## src/rtl/awm_pkg.sv

```systemverilog
`timescale 1ns / 1ps
`default_nettype none

package awm_pkg;

   // ascii code of 'a'
   localparam logic [6:0] LETTER_BASE = 7'd97;

   typedef enum logic [1:0] {
      OP_CLEAR   = 2'd0,
      OP_PATTERN = 2'd1,
      OP_RESTART = 2'd2,
      OP_TEXT    = 2'd3
   } op_type;

   typedef enum logic [3:0] {
      ST_IDLE,
      ST_DECODE,
      ST_PAT_WR,
      ST_RESTART,
      ST_WALK,
      ST_WALK_END,
      ST_OLD_RD,
      ST_OLD_WR,
      ST_NEW_RD,
      ST_NEW_WR,
      ST_DONE
   } state_type;

endpackage

`default_nettype wire

```

## src/rtl/awm_ram.sv

```systemverilog
`timescale 1ns / 1ps
`default_nettype none

module awm_ram #(
   parameter int WIDTH = 8,
   parameter int DEPTH = 32,
   localparam int AW = (DEPTH > 1) ? $clog2(DEPTH) : 1
) (
   input  wire logic             clock,
   input  wire logic             wr_en,
   input  wire logic [AW-1:0]    wr_addr,
   input  wire logic [WIDTH-1:0] wr_data,
   input  wire logic             rd_en,
   input  wire logic [AW-1:0]    rd_addr,
   output logic      [WIDTH-1:0] rd_data
);

   logic [WIDTH-1:0] mem [DEPTH];

   always_ff @(posedge clock) begin
      if (wr_en) begin
         mem[wr_addr] <= wr_data;
      end
      if (rd_en) begin
         rd_data <= mem[rd_addr];
      end
   end

endmodule

`default_nettype wire

```

## src/rtl/anagram_window_matcher.sv

```systemverilog
`timescale 1ns / 1ps
`default_nettype none

// channel  dir  handshake            fields
// req      in   req_valid/req_stall  req_operation[1:0], req_character[6:0]
// rsp      out  rsp_valid/rsp_stall  rsp_match, rsp_start_index[31:0], rsp_pattern_overflow
//
// one word at a time; a full-window text letter runs ST_OLD_RD, ST_OLD_WR, ST_NEW_RD and
// ST_NEW_WR (read-modify-write of two difference-table entries), a filling one the last two.
// a restart or a pattern letter that no longer fits walks the table in ST_RESTART and
// ST_WALK, an added pattern letter after ST_PAT_WR; clear, ignored letters and text with no
// pattern go to ST_DONE. reset clears control state and table valid bits; a stalled rsp
// word is held while the next req is taken, and the word after it waits for it to leave.

module anagram_window_matcher
   import awm_pkg::*;
#(
   parameter int MAX_PATTERN   = 64,
   parameter int ALPHABET_SIZE = 26
) (
   input  wire logic        clock,
   input  wire logic        reset,
   input  wire logic        req_valid,
   output logic             req_stall,
   input  wire logic [1:0]  req_operation,
   input  wire logic [6:0]  req_character,
   output logic             rsp_valid,
   input  wire logic        rsp_stall,
   output logic             rsp_match,
   output logic [31:0]      rsp_start_index,
   output logic             rsp_pattern_overflow
);

   localparam int LW   = $clog2(ALPHABET_SIZE);
   localparam int CW   = $clog2(MAX_PATTERN + 1);
   localparam int DW   = CW + 1;
   localparam int LENW = CW;
   localparam int PW   = (MAX_PATTERN > 1) ? $clog2(MAX_PATTERN) : 1;
   localparam int NZW  = $clog2(ALPHABET_SIZE + 1);

   state_type state_ff, state_in;
   op_type    op_ff, op_in;
   logic [LW-1:0]   letter_ff, letter_in;
   logic            lvalid_ff, lvalid_in;
   logic [ALPHABET_SIZE-1:0] pvalid_ff, pvalid_in;
   logic [ALPHABET_SIZE-1:0] dvalid_ff, dvalid_in;
   logic            pv_rd_ff, pv_rd_in;
   logic            dv_rd_ff, dv_rd_in;
   logic [NZW-1:0]  nz_ff, nz_in;
   logic [LENW-1:0] plen_ff, plen_in;
   logic [LENW-1:0] fill_ff, fill_in;
   logic [PW-1:0]   ptr_ff, ptr_in;
   logic [31:0]     pos_ff, pos_in;
   logic [LW-1:0]   walk_ff, walk_in;
   logic            pend_ff, pend_in;
   logic [LW-1:0]   waddr_ff, waddr_in;
   logic [LW-1:0]   old_ff, old_in;
   logic            res_match_ff, res_match_in;
   logic [31:0]     res_start_ff, res_start_in;
   logic            res_ovf_ff, res_ovf_in;
   logic            rsp_valid_ff, rsp_valid_in;
   logic            rsp_match_ff, rsp_match_in;
   logic [31:0]     rsp_start_ff, rsp_start_in;
   logic            rsp_ovf_ff, rsp_ovf_in;

   logic            pat_we, pat_re;
   logic [LW-1:0]   pat_waddr, pat_raddr;
   logic [CW-1:0]   pat_wdata, pat_rdata;
   logic            diff_we, diff_re;
   logic [LW-1:0]   diff_waddr, diff_raddr;
   logic [DW-1:0]   diff_wdata, diff_rdata;
   logic            ring_we, ring_re;
   logic [LW-1:0]   ring_wdata, ring_rdata;

   logic [7:0]      char_idx;
   logic            char_ok;
   logic [CW-1:0]   pat_cur;
   logic [DW-1:0]   diff_cur, diff_upd;
   logic [NZW-1:0]  nz_upd;

   awm_ram #(.WIDTH(CW), .DEPTH(ALPHABET_SIZE)) u_pat_ram (
      .clock  (clock),
      .wr_en  (pat_we),
      .wr_addr(pat_waddr),
      .wr_data(pat_wdata),
      .rd_en  (pat_re),
      .rd_addr(pat_raddr),
      .rd_data(pat_rdata)
   );

   awm_ram #(.WIDTH(DW), .DEPTH(ALPHABET_SIZE)) u_diff_ram (
      .clock  (clock),
      .wr_en  (diff_we),
      .wr_addr(diff_waddr),
      .wr_data(diff_wdata),
      .rd_en  (diff_re),
      .rd_addr(diff_raddr),
      .rd_data(diff_rdata)
   );

   awm_ram #(.WIDTH(LW), .DEPTH(MAX_PATTERN)) u_ring_ram (
      .clock  (clock),
      .wr_en  (ring_we),
      .wr_addr(ptr_ff),
      .wr_data(ring_wdata),
      .rd_en  (ring_re),
      .rd_addr(ptr_ff),
      .rd_data(ring_rdata)
   );

   assign char_idx = {1'b0, req_character} - {1'b0, LETTER_BASE};
   assign char_ok  = (req_character >= LETTER_BASE) &&
                     ({1'b0, char_idx} < 9'(ALPHABET_SIZE));

   // entries never written since clear read as zero
   assign pat_cur  = pv_rd_ff ? pat_rdata : '0;
   assign diff_cur = dv_rd_ff ? diff_rdata : '0;

   assign req_stall            = (state_ff != ST_IDLE);
   assign rsp_valid            = rsp_valid_ff;
   assign rsp_match            = rsp_match_ff;
   assign rsp_start_index      = rsp_start_ff;
   assign rsp_pattern_overflow = rsp_ovf_ff;

   always_comb begin
      state_in     = state_ff;
      op_in        = op_ff;
      letter_in    = letter_ff;
      lvalid_in    = lvalid_ff;
      pvalid_in    = pvalid_ff;
      dvalid_in    = dvalid_ff;
      pv_rd_in     = pv_rd_ff;
      dv_rd_in     = dv_rd_ff;
      nz_in        = nz_ff;
      plen_in      = plen_ff;
      fill_in      = fill_ff;
      ptr_in       = ptr_ff;
      pos_in       = pos_ff;
      walk_in      = walk_ff;
      pend_in      = pend_ff;
      waddr_in     = waddr_ff;
      old_in       = old_ff;
      res_match_in = res_match_ff;
      res_start_in = res_start_ff;
      res_ovf_in   = res_ovf_ff;
      rsp_match_in = rsp_match_ff;
      rsp_start_in = rsp_start_ff;
      rsp_ovf_in   = rsp_ovf_ff;
      rsp_valid_in = rsp_valid_ff && rsp_stall;

      pat_we     = 1'b0;
      pat_waddr  = letter_ff;
      pat_wdata  = pat_cur + CW'(1);
      pat_re     = 1'b0;
      pat_raddr  = letter_ff;
      diff_we    = 1'b0;
      diff_waddr = letter_ff;
      diff_wdata = diff_cur;
      diff_re    = 1'b0;
      diff_raddr = letter_ff;
      ring_we    = 1'b0;
      ring_re    = 1'b0;
      ring_wdata = letter_ff;
      diff_upd   = diff_cur;
      nz_upd     = nz_ff;

      unique case (state_ff)
         ST_IDLE: begin
            if (req_valid) begin
               op_in     = op_type'(req_operation);
               letter_in = LW'(char_idx);
               lvalid_in = char_ok;
               state_in  = ST_DECODE;
            end
         end

         ST_DECODE: begin
            res_match_in = 1'b0;
            res_start_in = '0;
            res_ovf_in   = 1'b0;
            state_in     = ST_DONE;
            unique case (op_ff)
               OP_CLEAR: begin
                  pvalid_in = '0;
                  dvalid_in = '0;
                  nz_in     = '0;
                  plen_in   = '0;
                  fill_in   = '0;
                  ptr_in    = '0;
                  pos_in    = '0;
               end
               OP_PATTERN: begin
                  if (lvalid_ff) begin
                     if (plen_ff < LENW'(MAX_PATTERN)) begin
                        pat_re   = 1'b1;
                        pv_rd_in = pvalid_ff[letter_ff];
                        state_in = ST_PAT_WR;
                     end else begin
                        res_ovf_in = 1'b1;
                        state_in   = ST_RESTART;
                     end
                  end
               end
               OP_RESTART: begin
                  state_in = ST_RESTART;
               end
               OP_TEXT: begin
                  if (lvalid_ff) begin
                     if (plen_ff == '0) begin
                        pos_in = pos_ff + 32'd1;
                     end else if (fill_ff >= plen_ff) begin
                        ring_re  = 1'b1;
                        state_in = ST_OLD_RD;
                     end else begin
                        fill_in  = fill_ff + LENW'(1);
                        state_in = ST_NEW_RD;
                     end
                  end
               end
               default: ;
            endcase
         end

         ST_PAT_WR: begin
            pat_we               = 1'b1;
            pvalid_in[letter_ff] = 1'b1;
            plen_in              = plen_ff + LENW'(1);
            state_in             = ST_RESTART;
         end

         ST_RESTART: begin
            nz_in    = '0;
            fill_in  = '0;
            ptr_in   = '0;
            pos_in   = '0;
            walk_in  = '0;
            pend_in  = 1'b0;
            state_in = ST_WALK;
         end

         ST_WALK, ST_WALK_END: begin
            // copy the pattern histogram, one entry read while the previous one is written
            if (pend_ff) begin
               diff_we             = 1'b1;
               diff_waddr          = waddr_ff;
               diff_wdata          = DW'(pat_cur);
               dvalid_in[waddr_ff] = 1'b1;
               if (pat_cur != '0) begin
                  nz_in = nz_ff + NZW'(1);
               end
            end
            if (state_ff == ST_WALK) begin
               pat_re    = 1'b1;
               pat_raddr = walk_ff;
               pv_rd_in  = pvalid_ff[walk_ff];
               pend_in   = 1'b1;
               waddr_in  = walk_ff;
               walk_in   = walk_ff + LW'(1);
               if (walk_ff == LW'(ALPHABET_SIZE - 1)) begin
                  state_in = ST_WALK_END;
               end
            end else begin
               pend_in  = 1'b0;
               state_in = ST_DONE;
            end
         end

         ST_OLD_RD: begin
            old_in = ring_rdata;
            if ({1'b0, ring_rdata} < (LW + 1)'(ALPHABET_SIZE)) begin
               diff_re    = 1'b1;
               diff_raddr = ring_rdata;
               dv_rd_in   = dvalid_ff[ring_rdata];
               state_in   = ST_OLD_WR;
            end else begin
               state_in = ST_NEW_RD;
            end
         end

         ST_OLD_WR, ST_NEW_WR: begin
            // outgoing letter adds one, incoming letter takes one away
            if (state_ff == ST_OLD_WR) begin
               diff_upd   = diff_cur + DW'(1);
               diff_waddr = old_ff;
            end else begin
               diff_upd   = diff_cur - DW'(1);
               diff_waddr = letter_ff;
            end
            diff_we                = 1'b1;
            diff_wdata             = diff_upd;
            dvalid_in[diff_waddr]  = 1'b1;
            if (diff_cur == '0 && diff_upd != '0) begin
               nz_upd = nz_ff + NZW'(1);
            end else if (diff_cur != '0 && diff_upd == '0) begin
               nz_upd = nz_ff - NZW'(1);
            end
            nz_in = nz_upd;
            if (state_ff == ST_OLD_WR) begin
               state_in = ST_NEW_RD;
            end else begin
               if (fill_ff >= plen_ff && nz_upd == '0) begin
                  res_match_in = 1'b1;
                  res_start_in = pos_ff - 32'(plen_ff) + 32'd1;
               end
               pos_in   = pos_ff + 32'd1;
               state_in = ST_DONE;
            end
         end

         ST_NEW_RD: begin
            diff_re  = 1'b1;
            dv_rd_in = dvalid_ff[letter_ff];
            ring_we  = 1'b1;
            if (LENW'(ptr_ff) + LENW'(1) >= plen_ff) begin
               ptr_in = '0;
            end else begin
               ptr_in = ptr_ff + PW'(1);
            end
            state_in = ST_NEW_WR;
         end

         ST_DONE: begin
            if (!rsp_valid_ff || !rsp_stall) begin
               rsp_valid_in = 1'b1;
               rsp_match_in = res_match_ff;
               rsp_start_in = res_start_ff;
               rsp_ovf_in   = res_ovf_ff;
               state_in     = ST_IDLE;
            end
         end

         default: state_in = ST_IDLE;
      endcase
   end

   always_ff @(posedge clock) begin
      if (reset) begin
         state_ff     <= ST_IDLE;
         pvalid_ff    <= '0;
         dvalid_ff    <= '0;
         nz_ff        <= '0;
         plen_ff      <= '0;
         fill_ff      <= '0;
         ptr_ff       <= '0;
         pos_ff       <= '0;
         pend_ff      <= 1'b0;
         rsp_valid_ff <= 1'b0;
      end else begin
         state_ff     <= state_in;
         pvalid_ff    <= pvalid_in;
         dvalid_ff    <= dvalid_in;
         nz_ff        <= nz_in;
         plen_ff      <= plen_in;
         fill_ff      <= fill_in;
         ptr_ff       <= ptr_in;
         pos_ff       <= pos_in;
         pend_ff      <= pend_in;
         rsp_valid_ff <= rsp_valid_in;
      end
   end

   always_ff @(posedge clock) begin
      op_ff        <= op_in;
      letter_ff    <= letter_in;
      lvalid_ff    <= lvalid_in;
      pv_rd_ff     <= pv_rd_in;
      dv_rd_ff     <= dv_rd_in;
      walk_ff      <= walk_in;
      waddr_ff     <= waddr_in;
      old_ff       <= old_in;
      res_match_ff <= res_match_in;
      res_start_ff <= res_start_in;
      res_ovf_ff   <= res_ovf_in;
      rsp_match_ff <= rsp_match_in;
      rsp_start_ff <= rsp_start_in;
      rsp_ovf_ff   <= rsp_ovf_in;
   end

endmodule

`default_nettype wire
```

## config.mk

```make
export PLATFORM = sky130hd
export DESIGN_NAME = anagram_window_matcher
export DESIGN_NICKNAME = d
export VERILOG_FILES = /design/src/rtl/awm_pkg.sv /design/src/rtl/awm_ram.sv /design/src/rtl/anagram_window_matcher.sv
export SDC_FILE = /design/constraint.sdc
export NUM_CORES = 1
export LEC_CHECK = 0
export ABC_CLOCK_PERIOD_IN_PS = 6500
export BUFFER_PORTS_ARGS = -buffer_cell sky130_fd_sc_hd__buf_2
export CORE_AREA = 4 4 246 344
export DETAILED_ROUTE_END_ITERATION = 12
export DIE_AREA = 0 0 250 348
export PLACE_DENSITY = 0.64
export SYNTH_ARGS = -nofsm -noshare
export SYNTH_HDL_FRONTEND = slang
export SYNTH_SLANG_ARGS = --single-unit
```

## constraint.sdc

```tcl
create_clock -name clock -period 6.5 [get_ports clock]
set_input_delay 1.625 -clock clock [delete_from_list [all_inputs] [get_ports clock]]
set_output_delay 1.625 -clock clock [all_outputs]
set_load 0.05 [all_outputs]
```

==> results list <==
- The run finished with clean final reports.
- Largest family of logic cells by synthesized area: simple AND/OR/NAND/NOR gates
- Post-synth top area cell: sky130_fd_sc_hd__edfxtp_1
- The min-delay analysis places its worst path in the category flop to flop.
- Flip-flop and latch count after synthesis: 938
- The initial antenna violation count was 0.
* Max VDD drop: 0.000232 V
- Of the post-synthesis cell area, the part taken by muxes is 5.15%.
- Data arrives at the worst endpoint at 5.21 ns.
* Depth of the worst register-to-register path: 14
- After clock tree synthesis, the repair step resized 0 gates.
- First-pass GRT wire length: 150 mm
* Net count after synthesis: 3152
* 1st-pass router iterations: 6
- Dividing the detail-routed wire length by the instance count gives 23.2 µm.
* Number of synthesis warnings: 0
* Max Root-Sink Buffers: 3
* Synth top area cells: sky130_fd_sc_hd__edfxtp_1, sky130_fd_sc_hd__dfxtp_1, sky130_fd_sc_hd__mux4_2, sky130_fd_sc_hd__nor2_1, sky130_fd_sc_hd__nand2_1
- After synthesis, the largest area contributor takes up 61.1% of total cell area.
* FMAX: 0.204 GHz
- Dividing total power by cell area gives a power density of 340 nW/µm².
* Cells traversed along the worst timing path: and4b_1, buf_4, inv_1, ha_1, nand2_1, or3_1, a31oi_1, xor2_1, or4_4, nor2_2, a211oi_1, a211o_1, nor4b_4, buf_4
* Largest net degree at the start of global routing: 82
* Storage element area: 27000 µm²
- Max-cap violation count: 0
- The initial utilization of the core area, before any placement, comes to 49.7%.
- The hold violation count in the final report is 0.
* Post-placement setup slack: 1.69 ns
- Skew-Pair Late Insertion Delay: 0.67 ns
* Static Leak: 15.1 nW
* HPWL after detailed placement: 62.8 mm
- Averaged over all synthesized cells, the footprint is 13.3 µm².
- Post-route minimum period: 4.89 ns
- After floorplanning, the core was sized to cover 81500 µm².
- In this run the count of I/O pins placed on the die edge is 49.
- Dividing the detail-routed via count by the number of cells gives 6.05.
- From synthesis to final layout, the design area changed by 10.9%.
* Data required, critical path: 6.81 ns
- The cell that appears most often on the critical path is sky130_fd_sc_hd__buf_4.
- In the final design database the tool counted 3175 nets.
- The largest individual stage delay along the critical path comes from the cell sky130_fd_sc_hd__dfxtp_1.
* Number of buffers created by CTS: 90
- Share of layout cells above drive strength 1: 11.5%
- Number of cells on the worst hold path: 0
- The floorplan step set the die width to 250 µm.
* Cell with the most instances after synthesis: sky130_fd_sc_hd__edfxtp_1
- Hold buffers post-CTS: 0
* Ranking of synthesized cells by instance count: sky130_fd_sc_hd__edfxtp_1, sky130_fd_sc_hd__nor2_1, sky130_fd_sc_hd__nand2_1
* Post-synthesis instance area: 40500 µm²
* Global Route Usage Sum: 21.9%
- Final critical-path share of the clock period: 75.2%
- Overflow left after global routing: 0
* Multi-input logic area: 12700 µm²
- Drt first-iter violations: 2235
- Area share of and/or/nand/nor cells after synthesis: 11.3%
- Wires add up to 97.9 mm.
- Clock tree synthesis selected as its root buffer the cell sky130_fd_sc_hd__clkbuf_16.
- Setup tns final: 0 ns
- Antenna-violating nets left: 0
- Area of the die: 87000 µm²
- Crit path capture type: flop
- Number of enable flip-flop cells after synthesis: 823
- The number of global-route vias before repair came to 25600.
- Counting the fill cells in the layout gives 6555.
- In this run the tool buffered the top-level ports with 48 buffer cells.
- The worst setup path is launched from a flop.
- Count of unique library cells instantiated by Yosys: 80
- In this design, the stage delay of the slowest critical-path cell is 0.64 ns.
- Setup repair after global routing left no endpoint under its margin.
- Highest fanout seen on the critical path: 33
* Critical setup path kind: flop to flop
- Normalized max-slew margin: 25.6%
- Total number of vias: 25500
- For the pin with the worst max-slew slack, the measured transition is 1.11 ns.
* Total Power Consumption: 15.2 mW
* Die Span Y: 348 µm
- After technology mapping, the gate count stands at 3046.
* Sequential area share after synthesis: 66.8%
- The H-tree generated during clock tree synthesis spans 3 levels.
* CTS tree: built
- The synthesized netlist devotes 1.80% of its cell area to XOR and XNOR gates.
- Clock skew after layout: 0.0281 ns
* Clock transition time at the flip-flop clock pins of the worst setup and hold paths: 0.07 ns
- Placement row count: 124
- Number of remaining DRC errors: 0
- Final estimated routing congestion in global placement: 0.873
- The most used flip-flop cell after synthesis is sky130_fd_sc_hd__edfxtp_1.
- Of the total synthesized cell area, the portion taken by full adders, half adders and majority gates is 2.92%.
* Proportion of register bits with asynchronous set or reset after synthesis: 0%
* Area fraction in compound gates after synthesis: 9.86%
* Final-report setup violation count: 0
- Counting every sink on the clock net gives 938.
- Final number of max-transition violations: 0
* Total setup buffers inserted after CTS: 0
- Setup slack on the critical path of the routed design comes to 1.61 ns.
- Diodes inserted: 0
-- logic make-up after synthesis --
logic type,after synthesis
AND/OR/NAND/NOR,1006
XOR/XNOR,83
flip-flops,938
multiplexers,122
adder cells (fa/ha/maj),94
buffers and inverters,234
AO/OA/AOI/OAI,569
-- sequential cells by signal, summed over array words and instances (netlist names), 2 cells and up --
name and cells:
plen_ff 7, fill_ff 7, ptr_ff 6, u_diff_ram.rd_data 8, op_ff 2, u_ring_ram.rd_data 5, walk_ff 5, u_diff_ram.mem 208
pos_ff 32, u_pat_ram.mem 182, waddr_ff 5, pvalid_ff 26, u_pat_ram.rd_data 7, dvalid_ff 26, nz_ff 5, old_ff 5
letter_ff 5, rsp_start_index 32, state_ff 4, res_start_ff 32, u_ring_ram.mem 320
-- where the power goes --
group          leakage [nW]  internal (mW)  switching [mW]
sequential             8.40           7.11           0.151
combinational          5.33          0.823            1.92
clock                  1.42           2.93            2.31
total                  15.1           10.9            4.38
-- per-stage QoR --
step | cell area [µm²] | hold slack [ns] | utilization, % | instances
4_1_cts | 44900 | 0.420 | 55.1 | 4216
6_report | 44900 | 0.419 | 55.1 | 4216
5_1_grt | 44900 | 0.421 | 55.1 | 4216
3_3_place_gp | 41900 | 0.406 | 51.5 | 4048
3_5_place_dp | 41900 | 0.405 | 51.5 | 4048
2_1_floorplan | 40500 | 0.400 | - | 3046
-- cell type report --
cell class              instances  area share (%)
clock buffers                 109            5.23
multi-input cells            1874            28.4
well taps                    1071            2.99
repair buffers                 91            1.25
clock inverters                59            1.33
flip-flops and latches        938            60.2
inverters                      74           0.619
-- placed cells by master (no fill, tap or decap), drive strengths merged, types with 28 or more instances in the layout --
cell type  Yosys  layout
edfxtp       823     823
nor2         340     340
nand2        319     319
nand3        138     138
dfxtp        115     115
a21oi        114     114
clkbuf       124     109
a22oi         93      93
ha            92      92
buf           36      91
inv           74      81
mux4          67      67
a31oi         57      57
xnor2         53      53
o21ai         48      48
a311oi        43      43
a22o          41      41
a221oi        39      39
and3          37      37
mux2i         36      36
clkinv         0      36
o22ai         32      32
xor2          30      30
nor3          28      28
-- worst max-delay path: cells and delay by family (launching register included) --
family                   cells  cell delay, ns
AND/OR/NAND/NOR              6            1.73
buffers and inverters        3            0.87
flip-flops                   1            0.64
AO/OA/AOI/OAI                3            0.62
adder cells (fa/ha/maj)      1            0.51
XOR/XNOR                     1            0.13
-- layer usage --
metal  routed length (µm)  track usage, %  vias to the layer above
met5                    0               0                        -
met1                37700            27.0                    12600
li1                     -               -                    11700
met2                51800            40.1                      995
met3                 5610            3.06                      208
met4                 2800            6.81                        0
-- worst paths after layout --
kind	from	slack, ns	end
worst max-delay path	state_ff[1]	1.61	res_start_ff[15]
worst min-delay path	res_start_ff[12]	0.42	rsp_start_index[12]
worst max register to register	state_ff[1]	1.61	res_start_ff[15]
worst min register to register	res_start_ff[12]	0.42	rsp_start_index[12]
(Power assumes the default switching activity.)
